==> src/sv/bivariate_empirical_cdf_macros.svh <==
// ----------------------------------------------------------------------------
// Assertion macros for the bivariate empirical CDF block
// Shared concurrent check forms, clocked on clk and disabled during reset.
// ----------------------------------------------------------------------------
`ifndef BIVARIATE_EMPIRICAL_CDF_MACROS_SVH
`define BIVARIATE_EMPIRICAL_CDF_MACROS_SVH

// The consequent must hold in the same cycle as the antecedent.
`define BECDF_CHECK(label, ante, cons, msg) \
    label: assert property (@(posedge clk) disable iff (!rst_n) (ante) |-> (cons)) \
        else $error(msg);

// The consequent must hold in the cycle after the antecedent.
`define BECDF_CHECK_NEXT(label, ante, cons, msg) \
    label: assert property (@(posedge clk) disable iff (!rst_n) (ante) |=> (cons)) \
        else $error(msg);

`endif

==> src/sv/becdf_pkg.sv <==
// ----------------------------------------------------------------------------
// Bivariate empirical CDF package
// Default sizes, fraction width and the control group sent to the cell row.
// ----------------------------------------------------------------------------
package becdf_pkg;

    localparam int DEF_MAX_POINTS  = 64;
    localparam int DEF_COORD_WIDTH = 32;
    localparam int FRAC_W          = 16;
    localparam int ITER_W          = $clog2(FRAC_W);

    typedef struct packed {
        logic init;
        logic step;
        logic pop;
    } becdf_ctrl_t;

endpackage

==> src/sv/becdf_cell.sv <==
// ----------------------------------------------------------------------------
// Dominance cell
// Holds one stored point, compares it with the point passing through the ring
// and counts the passing points it dominates; the counts later shift toward cell zero.
// ----------------------------------------------------------------------------
module becdf_cell
    import becdf_pkg::*;
#(
    parameter int COORD_WIDTH = DEF_COORD_WIDTH,
    parameter int MAX_POINTS  = DEF_MAX_POINTS,
    parameter int IDX         = 0,
    localparam int CNT_W      = $clog2(MAX_POINTS + 1)
)
(
    input  logic                   clk,
    input  logic                   rst_n,
    input  becdf_ctrl_t            ctrl,
    input  logic                   wr_en,
    input  logic [COORD_WIDTH-1:0] wr_x,
    input  logic [COORD_WIDTH-1:0] wr_y,
    input  logic [CNT_W-1:0]       point_count,
    input  logic [COORD_WIDTH-1:0] pass_x_in,
    input  logic [COORD_WIDTH-1:0] pass_y_in,
    input  logic                   pass_v_in,
    output logic [COORD_WIDTH-1:0] pass_x_out,
    output logic [COORD_WIDTH-1:0] pass_y_out,
    output logic                   pass_v_out,
    input  logic [CNT_W-1:0]       cnt_in,
    output logic [CNT_W-1:0]       cnt_out
);

    logic [COORD_WIDTH-1:0] own_x_reg;
    logic [COORD_WIDTH-1:0] own_y_reg;
    logic [COORD_WIDTH-1:0] pass_x_reg;
    logic [COORD_WIDTH-1:0] pass_y_reg;
    logic                   pass_v_reg;
    logic [CNT_W-1:0]       cnt_reg;
    logic                   own_valid;
    logic                   hit;

    assign own_valid = point_count > CNT_W'(IDX);
    assign hit = pass_v_reg
              && ($signed(pass_x_reg) <= $signed(own_x_reg))
              && ($signed(pass_y_reg) <= $signed(own_y_reg));

    always_ff @(posedge clk)
    begin
        if (wr_en && (point_count == CNT_W'(IDX)))
        begin
            own_x_reg <= wr_x;
            own_y_reg <= wr_y;
        end
    end

    always_ff @(posedge clk)
    begin
        if (ctrl.init)
        begin
            pass_x_reg <= own_x_reg;
            pass_y_reg <= own_y_reg;
            cnt_reg    <= '0;
        end
        else if (ctrl.step)
        begin
            pass_x_reg <= pass_x_in;
            pass_y_reg <= pass_y_in;
            if (hit)
            begin
                cnt_reg <= cnt_reg + CNT_W'(1);
            end
        end
        else if (ctrl.pop)
        begin
            cnt_reg <= cnt_in;
        end
    end

    always_ff @(posedge clk or negedge rst_n)
    begin
        if (!rst_n)
        begin
            pass_v_reg <= 1'b0;
        end
        else if (ctrl.init)
        begin
            pass_v_reg <= own_valid;
        end
        else if (ctrl.step)
        begin
            pass_v_reg <= pass_v_in;
        end
    end

    assign pass_x_out = pass_x_reg;
    assign pass_y_out = pass_y_reg;
    assign pass_v_out = pass_v_reg;
    assign cnt_out    = cnt_reg;

endmodule

==> config.mk <==
export PLATFORM = sky130hd
export DESIGN_NAME = becdf_cell
export DESIGN_NICKNAME = d
export VERILOG_FILES = /design/src/sv/bivariate_empirical_cdf_macros.svh /design/src/sv/becdf_pkg.sv /design/src/sv/becdf_cell.sv
export SDC_FILE = /design/constraint.sdc
export NUM_CORES = 1
export LEC_CHECK = 0
export ABC_CLOCK_PERIOD_IN_PS = 5500
export BUFFER_PORTS_ARGS = -buffer_cell sky130_fd_sc_hd__buf_4
export CAP_MARGIN = 20
export CORE_MARGIN = 2
export CORE_UTILIZATION = 43
export CTS_CLUSTER_DIAMETER = 120
export DETAILED_ROUTE_END_ITERATION = 7
export GPL_TIMING_DRIVEN = 1
export PLACE_DENSITY_LB_ADDON = 0.12
export SLEW_MARGIN = 5
export SYNTH_ARGS = -nofsm -noshare
export SYNTH_HDL_FRONTEND = slang
export SYNTH_SLANG_ARGS = --single-unit
==> constraint.sdc <==
create_clock -name clk -period 5.5 [get_ports clk]
set_input_delay 1.1 -clock clk [delete_from_list [all_inputs] [get_ports clk]]
set_output_delay 1.1 -clock clk [all_outputs]
set_load 0.01 [all_outputs]
==> qor.txt <==
Slowest cell on crit path -> and2_4
final slew viol count -> 0
Hold Violations, Final -> 0
instance count on the critical path -> 4
final wirelength -> 15600 µm
Clock Latency Late Sink -> 0.41 ns
status -> finished, final reports clean
Max Cap Viol -> 0
Most Crowded Layer GR -> met2
sequential area share after synthesis -> 0.589
Power per Cell Area -> 280 nW/µm²
Final Cycle Share -> 0.517
Async SR Flop Fraction -> 0.00735
IO buf count -> 220
maximum VDD drop -> 0.216 mV
fin crit period -> 2.84 ns
EDFF count, synth -> 128
Syn. warnings -> 0
initial core utilization -> 0.444
# H-tree levels -> 4
Fmax achieved -> 352 MHz
critical-path cell list -> buf_4 > or4_1 > nor4_1 > and2_4
Die ar. -> 16900 µm²
RSZ-0062 raised after global routing -> no
Primary FF master, synth -> edfxtp_1
leading area contributor after synthesis -> edfxtp_1
CTS tree -> built
final setup vio count -> 0
crit end category -> flop
fill count -> 1316
Worst Path Required -> 5.52 ns
Antenna Diode Count -> 0
total grt overflow -> 0
row cnt -> 45
Reg2Reg Depth -> 8
Yosys cell types -> 44
IO Pins -> 221
#FFs+latches synth -> 136
Sink Count -> 136
Via Count -> 4770
final net count -> 948
Worst path top cell family by delay -> simple AND/OR/NAND/NOR gates
initial drt markers -> 324
hold_buf cts -> 0
Setup CP Type -> in -> reg
slew margin rel. -> 0.335
Clock Skew -> 0.0112 ns
P&R area growth vs syn -> 35.6%
vias in the first global route -> 4780
initial antenna violation count -> 0
Post-CTS Resized -> 0
Yosys top cell area share -> 0.565
DP Wirelength -> 11300 µm
WL/cell -> 16.3 µm
largest net degree at the start of global routing -> 65
Slowest Stage Delay on Critical Path -> 0.82 ns
clock buffer depth -> 2
Final GP Congestion -> 0.778
GR Util met2 -> 0.306
Reg clk slew, reported paths -> 0.05 ns
via-per-instance ratio -> 4.98
Die H -> 130 µm
largest cells by area after synthesis -> edfxtp_1 (56%), ha_1 (12%), mux2_2 (11%)
Hold Path Class -> in -> async
share of layout cells above drive strength 1 -> 0.428
Die Width -> 130 µm
worst-margin pin slew -> 0.998 ns
Critical Path Fanout Max -> 64
CP Launch Type -> primary input
syn_nets -> 718
clock root buffer -> clkbuf_16
total CTS buffers -> 17
GRT Util Overall -> 0.183
WP data arrival -> 2.87 ns
Min Hold Slack -> 0.460 ns
M3 GR Usage -> 0.0517
synthesized area per cell -> 13.5 µm²
first-pass GRT wire length -> 23400 µm
fin util -> 0.603
Routed Antenna Nets -> 0
Post-Syn Area -> 6810 µm²
total negative slack -> 0 ns
Global Route met1 Usage -> 0.229
leak pwr -> 4.11 nW
residual DRC count -> 0
CP Buf/Inv Count -> 1
drt pass-1 iters -> 6
Synth Instances -> 504
Post-CTS Setup Bufs -> 0
CORE AREA -> 15300 µm²
[through the flow]
step	cells	cell area, µm²	setup WS [ns]	total power, W
6_report	958	9230	2.66	0.00258
5_1_grt	958	9230	2.45	0.00268
4_1_cts	958	9230	2.64	0.00261
3_5_place_dp	926	8700	2.20	0.00156
2_1_floorplan	504	6810	1.68	0.00138
3_3_place_gp	926	8700	2.23	0.00156
[cell usage after synthesis (all sizes together) (2+ instances only)]
cell    count
edfxtp    128
inv        72
ha         65
mux2       65
a21oi      32
nand2      22
nand4      15
o21ai      12
clkbuf      9
nor2        8
and3        7
dfxtp       7
nand3       7
a211oi      6
a31oi       6
nor3        6
nor4        4
or3         4
o211ai      3
a2111o      2
a21o        2
a221oi      2
a31o        2
and2        2
nor2b       2
o211a       2
o31a        2
[kinds of logic after synthesis]
kind of cell    Yosys count  synth area share
compound gates           75            0.0743
fa+ha+maj                65             0.119
buf+inv                  82            0.0452
flops                   136             0.589
mux                      65             0.108
simple gates             81            0.0640
[power breakdown]
group	total (W)	internal, W	switching (W)
combinational	0.000326	0.000186	0.000140
clock	0.00104	0.000645	0.000399
sequential	0.00121	0.00118	0.0000310
total	0.00258	0.00201	0.000570
[path summary, 6_finish.rpt]
| check | slack [ns] | start | to |
|---|---|---|---|
| setup / recovery | 2.66 | point_count[2] | own_y_reg[2] |
| hold / removal | 0.46 | rst_n | pass_v_out |
| setup reg to reg | 2.81 | pass_y_out[22] | cnt_out[0] |
| hold reg to reg | 0.58 | own_x_reg[25] | pass_x_out[25] |
| max in group asynchronous | 4.96 | rst_n | pass_v_out |
| min in group clk | 0.58 | own_x_reg[25] | pass_x_out[25] |
[metal layers]
metal  vias up  wire length [µm]  share of wire
met5         -                 0              0
met4         0               221          0.014
met3        18              1150          0.073
met2       161              7570           0.49
met1      2244              6640           0.43
li1       2347                 -              -
[cell type report]
type / count / area (µm²) / share of cell area
Clock buffer: 28 / 487 / 0.0527
Tap cell: 211 / 264 / 0.0286
Sequential cell: 136 / 4010 / 0.434
Multi-Input combinational cell: 286 / 2490 / 0.270
Timing Repair Buffer: 221 / 1660 / 0.180
Clock inverter: 4 / 47.5 / 0.00515
Inverter: 72 / 270 / 0.0293
[placed cells by master (no fill, tap or decap), drive strengths merged, types with 8 or more instances in the layout]
cell	Yosys	final
clkbuf	9	28
mux2	65	65
inv	72	72
buf	1	221
edfxtp	128	128
nand4	15	15
nand2	22	22
a21oi	32	32
o21ai	12	12
nor2	8	8
ha	65	65
(Power assumes the default switching activity.)
