## config.mk

```make
export PLATFORM = sky130hd
export DESIGN_NAME = becdf_div
export DESIGN_NICKNAME = d
export VERILOG_FILES = /design/src/sv/becdf_pkg.sv /design/src/sv/becdf_div.sv
export VERILOG_INCLUDE_DIRS = /design/src /design/src/sv
export SDC_FILE = /design/constraint.sdc
export NUM_CORES = 1
export LEC_CHECK = 0
export BUFFER_PORTS_ARGS = -buffer_cell sky130_fd_sc_hd__buf_2
export CAP_MARGIN = 5
export CORE_MARGIN = 10
export CORE_UTILIZATION = 59
export DETAILED_ROUTE_END_ITERATION = 8
export GPL_TIMING_DRIVEN = 0
export PLACE_DENSITY = 0.84
export SETUP_SLACK_MARGIN = 0.1
export SYNTH_ARGS = -nofsm -noshare
export SYNTH_HDL_FRONTEND = slang
export SYNTH_SLANG_ARGS = --single-unit
```

## constraint.sdc

```tcl
create_clock -name clk -period 3.8 [get_ports clk]
set_input_delay 0.19 -clock clk [delete_from_list [all_inputs] [get_ports clk]]
set_output_delay 0.19 -clock clk [all_outputs]
set_load 0.05 [all_outputs]
```

## src/sv/bivariate_empirical_cdf_macros.svh

```systemverilog
// ----------------------------------------------------------------------------
// Assertion macros for the bivariate empirical CDF block
// Shared concurrent check forms, clocked on clk and disabled during reset.
// ----------------------------------------------------------------------------
`ifndef BIVARIATE_EMPIRICAL_CDF_MACROS_SVH
`define BIVARIATE_EMPIRICAL_CDF_MACROS_SVH

// The consequent must hold in the same cycle as the antecedent.
`define BECDF_CHECK(label, ante, cons, msg) \
    label: assert property (@(posedge clk) disable iff (!rst_n) (ante) |-> (cons)) \
        else $error(msg);

// The consequent must hold in the cycle after the antecedent.
`define BECDF_CHECK_NEXT(label, ante, cons, msg) \
    label: assert property (@(posedge clk) disable iff (!rst_n) (ante) |=> (cons)) \
        else $error(msg);

`endif

```

## src/sv/becdf_pkg.sv

```systemverilog
// ----------------------------------------------------------------------------
// Bivariate empirical CDF package
// Default sizes, fraction width and the control group sent to the cell row.
// ----------------------------------------------------------------------------
package becdf_pkg;

    localparam int DEF_MAX_POINTS  = 64;
    localparam int DEF_COORD_WIDTH = 32;
    localparam int FRAC_W          = 16;
    localparam int ITER_W          = $clog2(FRAC_W);

    typedef struct packed {
        logic init;
        logic step;
        logic pop;
    } becdf_ctrl_t;

endpackage

```

## src/sv/becdf_div.sv

```systemverilog
// ----------------------------------------------------------------------------
// Fraction divider
// Restoring divider giving floor(count * 2^16 / divisor), one quotient bit
// per cycle, for a count below the divisor.
// ----------------------------------------------------------------------------
`include "bivariate_empirical_cdf_macros.svh"

module becdf_div
    import becdf_pkg::*;
#(
    parameter int CNT_W = 7
)
(
    input  logic              clk,
    input  logic              rst_n,
    input  logic              start,
    input  logic [CNT_W-1:0]  dividend,
    input  logic [CNT_W:0]    divisor,
    output logic              done,
    output logic [FRAC_W-1:0] quotient
);

    logic              busy_reg;
    logic              done_reg;
    logic [ITER_W-1:0] iter_reg;
    logic [CNT_W:0]    rem_reg;
    logic [CNT_W:0]    div_reg;
    logic [FRAC_W-1:0] quo_reg;
    logic [CNT_W+1:0]  rem_shift;
    logic [CNT_W+1:0]  diff;
    logic              fits;
    logic [CNT_W:0]    rem_next;

    assign rem_shift = {rem_reg, 1'b0};
    assign diff      = rem_shift - {1'b0, div_reg};
    assign fits      = rem_shift >= {1'b0, div_reg};
    assign rem_next  = fits ? diff[CNT_W:0] : rem_shift[CNT_W:0];

    always_ff @(posedge clk or negedge rst_n)
    begin
        if (!rst_n)
        begin
            busy_reg <= 1'b0;
            done_reg <= 1'b0;
            iter_reg <= '0;
        end
        else
        begin
            done_reg <= 1'b0;
            if (start)
            begin
                busy_reg <= 1'b1;
                iter_reg <= '0;
            end
            else if (busy_reg)
            begin
                iter_reg <= iter_reg + ITER_W'(1);
                if (iter_reg == ITER_W'(FRAC_W - 1))
                begin
                    busy_reg <= 1'b0;
                    done_reg <= 1'b1;
                end
            end
        end
    end

    always_ff @(posedge clk)
    begin
        if (start)
        begin
            rem_reg <= {1'b0, dividend};
            div_reg <= divisor;
            quo_reg <= '0;
        end
        else if (busy_reg)
        begin
            rem_reg <= rem_next;
            quo_reg <= {quo_reg[FRAC_W-2:0], fits};
        end
    end

    assign done     = done_reg;
    assign quotient = quo_reg;

    `BECDF_CHECK(a_div_idle_start, start, !busy_reg, "Divider started while busy.")
    `BECDF_CHECK_NEXT(a_div_busy, start, busy_reg && !done_reg, "Divider did not begin.")

endmodule

```

==> metrics.log, run 1 <==
[metrics] outcome: complete, no violations
[metrics] crit end category: register
[metrics] number of primary I/O pins: 35
[metrics] ratio of routed vias to standard cells: 5.30
[metrics] count of max-cap constraint violations: 0
[metrics] multi-input logic area: 862 µm²
[metrics] number of standard-cell rows in the floorplan: 20
[metrics] met2 GRT Util: 0.231
[metrics] actual transition at the worst max-transition pin: 0.596 ns
[metrics] synthesized cell area: 0.00187 mm²
[metrics] overall track demand over capacity in global routing: 0.134
[metrics] clock slew at the register clock pins of the worst setup and hold paths: 0.12 ns
[metrics] synthesis warning total: 0
[metrics] max reg flops: 16
[metrics] data arrival time at the worst-slack endpoint: 2.54 ns
[metrics] wire length of the first global-routing pass: 6.49 mm
[metrics] clock sinks: 38
[metrics] deepest level of the CTS H-tree: 2
[metrics] number of enable flip-flop cells after synthesis: 15
[metrics] Setup Crit Path Kind: reg2reg
[metrics] CTS max path bufs: 2
[metrics] Root Buffer: sky130_fd_sc_hd__clkbuf_4
[metrics] number of cells upsized or downsized after cts: 0
[metrics] summed negative setup slack over all endpoints: 0 ns
[metrics] sequential standard cell area: 941 µm²
[metrics] number of nets still failing antenna checks after routing: 0
[metrics] initial core utilization: 0.613
[metrics] utilization after layout: 0.743
[metrics] DRT iter0 DRCs: 133
[metrics] clock latency at the later pin of the worst-skew pair: 0.35 ns
[metrics] distinct cell type count after synthesis: 37
[metrics] final worst-path cycle share: 0.638
[metrics] cells after synthesis: 169
[metrics] most used routing layer: met2
[metrics] Post-DP Area: 0.00210 mm²
[metrics] fillers: 225
[metrics] met1 GRT Util: 0.146
[metrics] # DRC: 0
[metrics] Async S/R FF share, synth: 0.158
[metrics] initial antenna violation count: 0
[metrics] total internal power: 916 µW
[metrics] count of buffers from port buffering: 34
[metrics] power share of the combinational group: 0.410
[metrics] CP max FO: 9
[metrics] setup bufs post-CTS: 0
[metrics] antenna diode count: 0
[metrics] standby leakage power: 1.12 nW
[metrics] die span in x: 76.3 µm
[metrics] mean area per synthesized cell: 11.1 µm²
[metrics] number of setup violations in the final report: 0
[metrics] sequential cell area fraction in the yosys report: 0.503
[metrics] Seq cells post-synth: 38
[metrics] largest voltage drop on the vdd net: 0.000360 V
[metrics] startpoint kind of the worst setup timing path: register
[metrics] Net Count, Synth: 197
[metrics] critical path required time: 3.92 ns
[metrics] final non-filler cell area: 0.00227 mm²
[metrics] largest net degree at the start of global routing: 13
[metrics] routed len/inst: 15.3 µm
[metrics] sw power: 466 µW
[metrics] flip-flop cell with the highest count after synthesis: sky130_fd_sc_hd__dfxtp_1
[metrics] skew final: 0.0130 ns
[metrics] Overflow after GRT: 0
[metrics] TritonCTS clock tree: built
[metrics] count of hold buffers inserted by post-cts repair: 1
[metrics] final weighted congestion in routability-driven placement: 0.858
[metrics] GRT met3 Usage: 0.0542
[metrics] setup repair after global routing missed its margin: no
[metrics] Clk pwr share: 0.207
[metrics] vias after detailed routing: 1,393
[metrics] Final Max Slew Viols: 0
[metrics] Detailed Routing Iterations Pass 1: 4
[metrics] half-perimeter wire length after placement: 2.87 mm
[metrics] number of failing hold endpoints at the final stage: 0
[metrics] proportion of total power due to net switching: 0.337
[metrics] core area: 0.00305 mm²
[metrics] Max Freq: 0.412 GHz
[metrics] area grow syn2layout: 21.2%
[metrics] final net count: 246
[metrics] post-layout minimum cycle time: 2.42 ns
[metrics] via count of the first global-routing pass: 1,457
[metrics] Hold Path Class: in2reg
[metrics] layout cell share with drive strength beyond 1: 0.251
[metrics] worst hold-check slack: 0.0198 ns
[metrics] full die area: 0.00583 mm²
[metrics] relative max-transition margin: 0.603
[metrics] total wire length after detailed routing: 4.03 mm
[metrics] PwrDens: 609 mW/mm²
[metrics] sequential power share: 0.383
[metrics] number of CTS-inserted buffers: 5
[metrics] die span in y: 76.3 µm
-- stage by stage --
| step | setup slack (ns) | std cells | total power [mW] |
|---|---|---|---|
| after global routing | 1.29 | 263 | 1.46 |
| after global placement | 1.46 | 247 | 1.05 |
| after floorplan | 1.55 | 169 | 0.978 |
| after CTS | 1.40 | 256 | 1.36 |
| final | 1.38 | 263 | 1.38 |
| after detailed placement | 1.42 | 247 | 1.08 |
-- Yosys cell counts (2+ instances only) --
cell type,number,area share
sky130_fd_sc_hd__edfxtp_1,15,0.24
sky130_fd_sc_hd__inv_1,10,0.020
sky130_fd_sc_hd__nand4_1,2,0.0067
sky130_fd_sc_hd__mux2_2,4,0.024
sky130_fd_sc_hd__dfrtp_1,6,0.080
sky130_fd_sc_hd__a21o_1,2,0.0080
sky130_fd_sc_hd__a21oi_1,4,0.011
sky130_fd_sc_hd__nor2b_1,2,0.0067
sky130_fd_sc_hd__nand2b_1,3,0.010
sky130_fd_sc_hd__o21ai_0,4,0.011
sky130_fd_sc_hd__ha_1,9,0.060
sky130_fd_sc_hd__nand2_1,7,0.014
sky130_fd_sc_hd__xnor2_1,5,0.023
sky130_fd_sc_hd__xor2_1,3,0.014
sky130_fd_sc_hd__nand3_1,2,0.0053
sky130_fd_sc_hd__clkbuf_1,6,0.012
sky130_fd_sc_hd__dfxtp_1,17,0.18
sky130_fd_sc_hd__o21a_1,2,0.0080
sky130_fd_sc_hd__mux2_4,4,0.032
sky130_fd_sc_hd__mux2i_1,18,0.096
sky130_fd_sc_hd__nor2_1,28,0.056
-- final cells by class --
| cell class | instances | share of cell area |
|---|---|---|
| clock buffer | 7 | 0.0386 |
| timing repair buffer | 42 | 0.110 |
| inverter | 10 | 0.0165 |
| tap | 44 | 0.0243 |
| sequential | 38 | 0.415 |
| multi-input combinational | 113 | 0.380 |
| buffer | 8 | 0.0138 |
| clock inverter | 1 | 0.00165 |
-- routing by layer --
| metal | routed length (µm) | part of all wire | vias to the layer above |
|---|---|---|---|
| li1 | - | - | 687 |
| met1 | 1650 | 0.41 | 659 |
| met2 | 2080 | 0.52 | 37 |
| met3 | 233 | 0.058 | 10 |
| met4 | 74 | 0.018 | 0 |
| met5 | 0 | 0 | - |
-- power by group through the flow --
stage / clock [mW] / sequential [mW] / combinational, mW
floorplan: 0 / 0.560 / 0.417
global placement: 0 / 0.535 / 0.516
detailed placement: 0 / 0.539 / 0.541
CTS: 0.289 / 0.530 / 0.546
global route: 0.310 / 0.539 / 0.610
finish: 0.286 / 0.530 / 0.566
-- worst max-delay path, stage by stage, from the launching register on --
cell and delay, ns:
sky130_fd_sc_hd__edfxtp_1 0.45, sky130_fd_sc_hd__ha_1 0.35, sky130_fd_sc_hd__nor2b_1 0.16, sky130_fd_sc_hd__o31a_1 0.28, sky130_fd_sc_hd__o21ai_2 0.22, sky130_fd_sc_hd__nand2_4 0.16, sky130_fd_sc_hd__mux2_4 0.32, sky130_fd_sc_hd__mux2_2 0.26
-- worst paths after layout --
path                                           start                        end  slack, ns  cells past startpoint
hold / removal                            divisor[0]       div_reg[0]$_DFFE_PP_       0.02                      1
hold reg to reg            quotient[15]$_SDFFE_PP0P_  quotient[15]$_SDFFE_PP0P_       0.51                      2
min in group asynchronous                      rst_n    iter_reg[2]$_DFFE_PN0P_       0.17                      2
setup reg to reg                rem_reg[0]$_DFFE_PP_       rem_reg[3]$_DFFE_PP_       1.38                      7
setup / recovery                rem_reg[0]$_DFFE_PP_       rem_reg[3]$_DFFE_PP_       1.38                      7
max in group asynchronous                      rst_n             done$_DFF_PN0_       3.49                      2
-- cell usage in the layout, fill, tap and decap left out, types with 2 or more instances in the layout --
cell type,synthesis,routed
sky130_fd_sc_hd__mux2_2,4,4
sky130_fd_sc_hd__o21ai_0,4,4
sky130_fd_sc_hd__nand3_1,2,2
sky130_fd_sc_hd__xor2_1,3,3
sky130_fd_sc_hd__edfxtp_1,15,15
sky130_fd_sc_hd__nor2_1,28,28
sky130_fd_sc_hd__dfrtp_1,6,6
sky130_fd_sc_hd__a21o_1,2,2
sky130_fd_sc_hd__dfxtp_1,17,17
sky130_fd_sc_hd__dlygate4sd3_1,0,8
sky130_fd_sc_hd__inv_1,10,10
sky130_fd_sc_hd__mux2i_1,18,18
sky130_fd_sc_hd__mux2_4,4,4
sky130_fd_sc_hd__nand2_1,7,7
sky130_fd_sc_hd__a21oi_1,4,4
sky130_fd_sc_hd__clkbuf_16,0,2
sky130_fd_sc_hd__ha_1,9,9
sky130_fd_sc_hd__clkbuf_1,6,6
sky130_fd_sc_hd__clkbuf_4,0,5
sky130_fd_sc_hd__nor2b_1,2,2
sky130_fd_sc_hd__xnor2_1,5,5
sky130_fd_sc_hd__nand2b_1,3,3
sky130_fd_sc_hd__o21a_1,2,2
sky130_fd_sc_hd__nand4_1,2,2
sky130_fd_sc_hd__buf_2,1,35
-- logic make-up after synthesis --
kind of cell               count (synthesis)  synth area share
xor gates and xnor gates                   8            0.0374
adders and majority gates                 10            0.0709
buffers and inverters                     18            0.0368
DFF                                       38             0.503
AOI/OAI and AO/OA                         20            0.0789
muxes                                     26             0.152
and+or+nand+nor                           49             0.121
(Power assumes the default switching activity.)
==> inputs of run 2 (changes only) <==
CORE_UTILIZATION = 54   (was 59)
PLACE_DENSITY = 0.78   (was 0.84)
clock period = 2.35 ns   (was 3.8 ns; I/O delays follow)
==> run 2 against run 1 <==
Compared with the run above: combinational power rose by 69%; worst hold slack improved by 0.040 ns; sequential cell count did not move; critical path depth fell by 1; final cell count rose by 1.9%.
==> metrics.log, run 2 (synthesis results as in run 1) <==
[metrics] Overflow after GRT: 0
[metrics] commonest non-fill, non-tap cells in the layout: 35 x sky130_fd_sc_hd__buf_2, 28 x sky130_fd_sc_hd__nor2_1, 18 x sky130_fd_sc_hd__mux2i_1
[metrics] number of standard-cell rows in the floorplan: 21
[metrics] DRT iter0 DRCs: 69
[metrics] skew final: 0.0117 ns
[metrics] sw power: 750 µW
[metrics] startpoint kind of the worst setup timing path: register
[metrics] number of primary I/O pins: 35
[metrics] TritonCTS clock tree: built
[metrics] crit end category: register
[metrics] clock sinks: 38
[metrics] Clk pwr share: 0.167
[metrics] deepest level of the CTS H-tree: 2
[metrics] cell mode on critical path: sky130_fd_sc_hd__mux2_4
[metrics] clock slew at the register clock pins of the worst setup and hold paths: 0.12 ns
[metrics] half-perimeter wire length after placement: 2.87 mm
[metrics] clock latency at the later pin of the worst-skew pair: 0.34 ns
[metrics] worst setup timing slack at the placement stage: -0.0445 ns
[metrics] power share of the combinational group: 0.438
[metrics] Detailed Routing Iterations Pass 1: 4
[metrics] PwrDens: 946 mW/mm²
[metrics] setup repair after global routing missed its margin: yes
[metrics] data arrival time at the worst-slack endpoint: 2.38 ns
[metrics] routed len/inst: 14.4 µm
[metrics] full die area: 0.00622 mm²
[metrics] Hold Path Class: in2reg
[metrics] Final Max Slew Viols: 0
[metrics] outcome: complete, no violations
[metrics] actual transition at the worst max-transition pin: 0.607 ns
[metrics] final net count: 249
[metrics] relative max-transition margin: 0.595
[metrics] max reg flops: 16
[metrics] Post-DP Area: 0.00210 mm²
[metrics] area grow syn2layout: 23.1%
[metrics] largest net degree at the start of global routing: 13
[metrics] count of buffers from port buffering: 34
[metrics] ratio of routed vias to standard cells: 5.16
[metrics] number of nets still failing antenna checks after routing: 0
[metrics] worst hold-check slack: 0.0601 ns
[metrics] most common cell after layout, fill and taps aside: sky130_fd_sc_hd__buf_2
[metrics] final non-filler cell area: 0.00230 mm²
[metrics] Setup Crit Path Kind: reg2reg
[metrics] vias after detailed routing: 1,384
[metrics] sequence of cells on the critical path: ha_1 > a21o_1 > a211oi_4 > nand2_4 > mux2_4 > mux2_4
[metrics] total wire length after detailed routing: 3.85 mm
[metrics] wire length of the first global-routing pass: 6.58 mm
[metrics] die span in y: 78.9 µm
[metrics] proportion of total power due to net switching: 0.344
[metrics] post-layout minimum cycle time: 2.27 ns
[metrics] Max Freq: 0.441 GHz
[metrics] # DRC: 0
[metrics] total internal power: 1.43 mW
[metrics] number of failing hold endpoints at the final stage: 0
[metrics] antenna diode count: 0
[metrics] die span in x: 78.9 µm
[metrics] count of max-cap constraint violations: 0
[metrics] final worst-path cycle share: 0.964
[metrics] CP max FO: 7
[metrics] critical path's slowest cell: sky130_fd_sc_hd__edfxtp_1
[metrics] standby leakage power: 1.14 nW
[metrics] sequential power share: 0.395
[metrics] number of CTS-inserted buffers: 5
[metrics] initial core utilization: 0.561
[metrics] initial antenna violation count: 0
[metrics] final weighted congestion in routability-driven placement: 0.814
[metrics] layout cell share with drive strength beyond 1: 0.293
[metrics] core area: 0.00334 mm²
[metrics] CTS max path bufs: 2
[metrics] critical path required time: 2.46 ns
[metrics] largest voltage drop on the vdd net: 0.000548 V
[metrics] peak per-stage delay on the critical path: 0.42 ns
[metrics] overall track demand over capacity in global routing: 0.129
[metrics] Root Buffer: sky130_fd_sc_hd__clkbuf_4
[metrics] total buffers and inverters traversed by the critical path: 0
[metrics] CP delay by family, top: multiplexers
[metrics] number of setup violations in the final report: 0
[metrics] via count of the first global-routing pass: 1,410
[metrics] final setup slack of the worst path: 0.0850 ns
run 2: metal layers:
metal,part of all wire,up-vias,global-route usage,wire length [µm]
met3,0.052,2,0.0507,200
li1,-,689,-,-
met2,0.49,30,0.220,1890
met4,0.0042,0,0.0341,16
met5,0,-,0,0
met1,0.45,663,0.149,1750
run 2: tightest hold or removal path, cell delays in order:
cell and delay (ns):
sky130_fd_sc_hd__buf_2 0.07, sky130_fd_sc_hd__nand2_1 0.04, sky130_fd_sc_hd__o21ai_0 0.06
run 2: area by class of cell:
type                       count  area, µm²
buffer                         8       32.5
inverter                      10       37.5
tap                           46       57.6
fill                         263       1030
timing repair buffer          45        275
clock buffer                   6       51.3
clock inverter                 2       11.3
multi-input combinational    113        898
sequential                    38        941
run 2: power by group through the flow:
stage / Combinational (mW) / Clock [mW] / Sequential, mW
global route: 1.04 / 0.409 / 0.873
detailed placement: 0.874 / 0 / 0.876
CTS: 0.946 / 0.372 / 0.863
global placement: 0.840 / 0 / 0.867
floorplan: 0.675 / 0 / 0.906
finish: 0.955 / 0.365 / 0.861
run 2: path summary, 6_finish.rpt:
check                                     startpoint                         to  slack (ns)  depth (start not counted)
min                                      dividend[0]       rem_reg[0]$_DFFE_PP_        0.06                          3
max reg2reg                     rem_reg[5]$_DFFE_PP_       rem_reg[4]$_DFFE_PP_        0.08                          6
min in group asynchronous                      rst_n    iter_reg[3]$_DFFE_PN0P_        0.11                          2
max in group asynchronous                      rst_n         busy_reg$_DFF_PN0_        2.10                          2
max                             rem_reg[5]$_DFFE_PP_       rem_reg[4]$_DFFE_PP_        0.08                          6
min reg2reg                quotient[15]$_SDFFE_PP0P_  quotient[15]$_SDFFE_PP0P_        0.50                          2
run 2: through the flow:
step	total power [mW]	utilization	setup TNS (ns)	cells
after floorplan	1.58	-	0	169
after global placement	1.71	0.629	0	249
after detailed placement	1.75	0.629	-0.149	249
after CTS	2.18	0.690	0	268
after global routing	2.33	0.691	-0.00195	268
final	2.18	0.691	0	268
run 2: repair_timing:
action / in CTS / in global routing
endpoints found under the setup margin: 4 / 6
hold endpoints to repair: 14 / 0
gates resized for setup: 8 / 4
hold buffers: 9 / 0
pin swaps: 3 / 2
setup buffers: 2 / 0
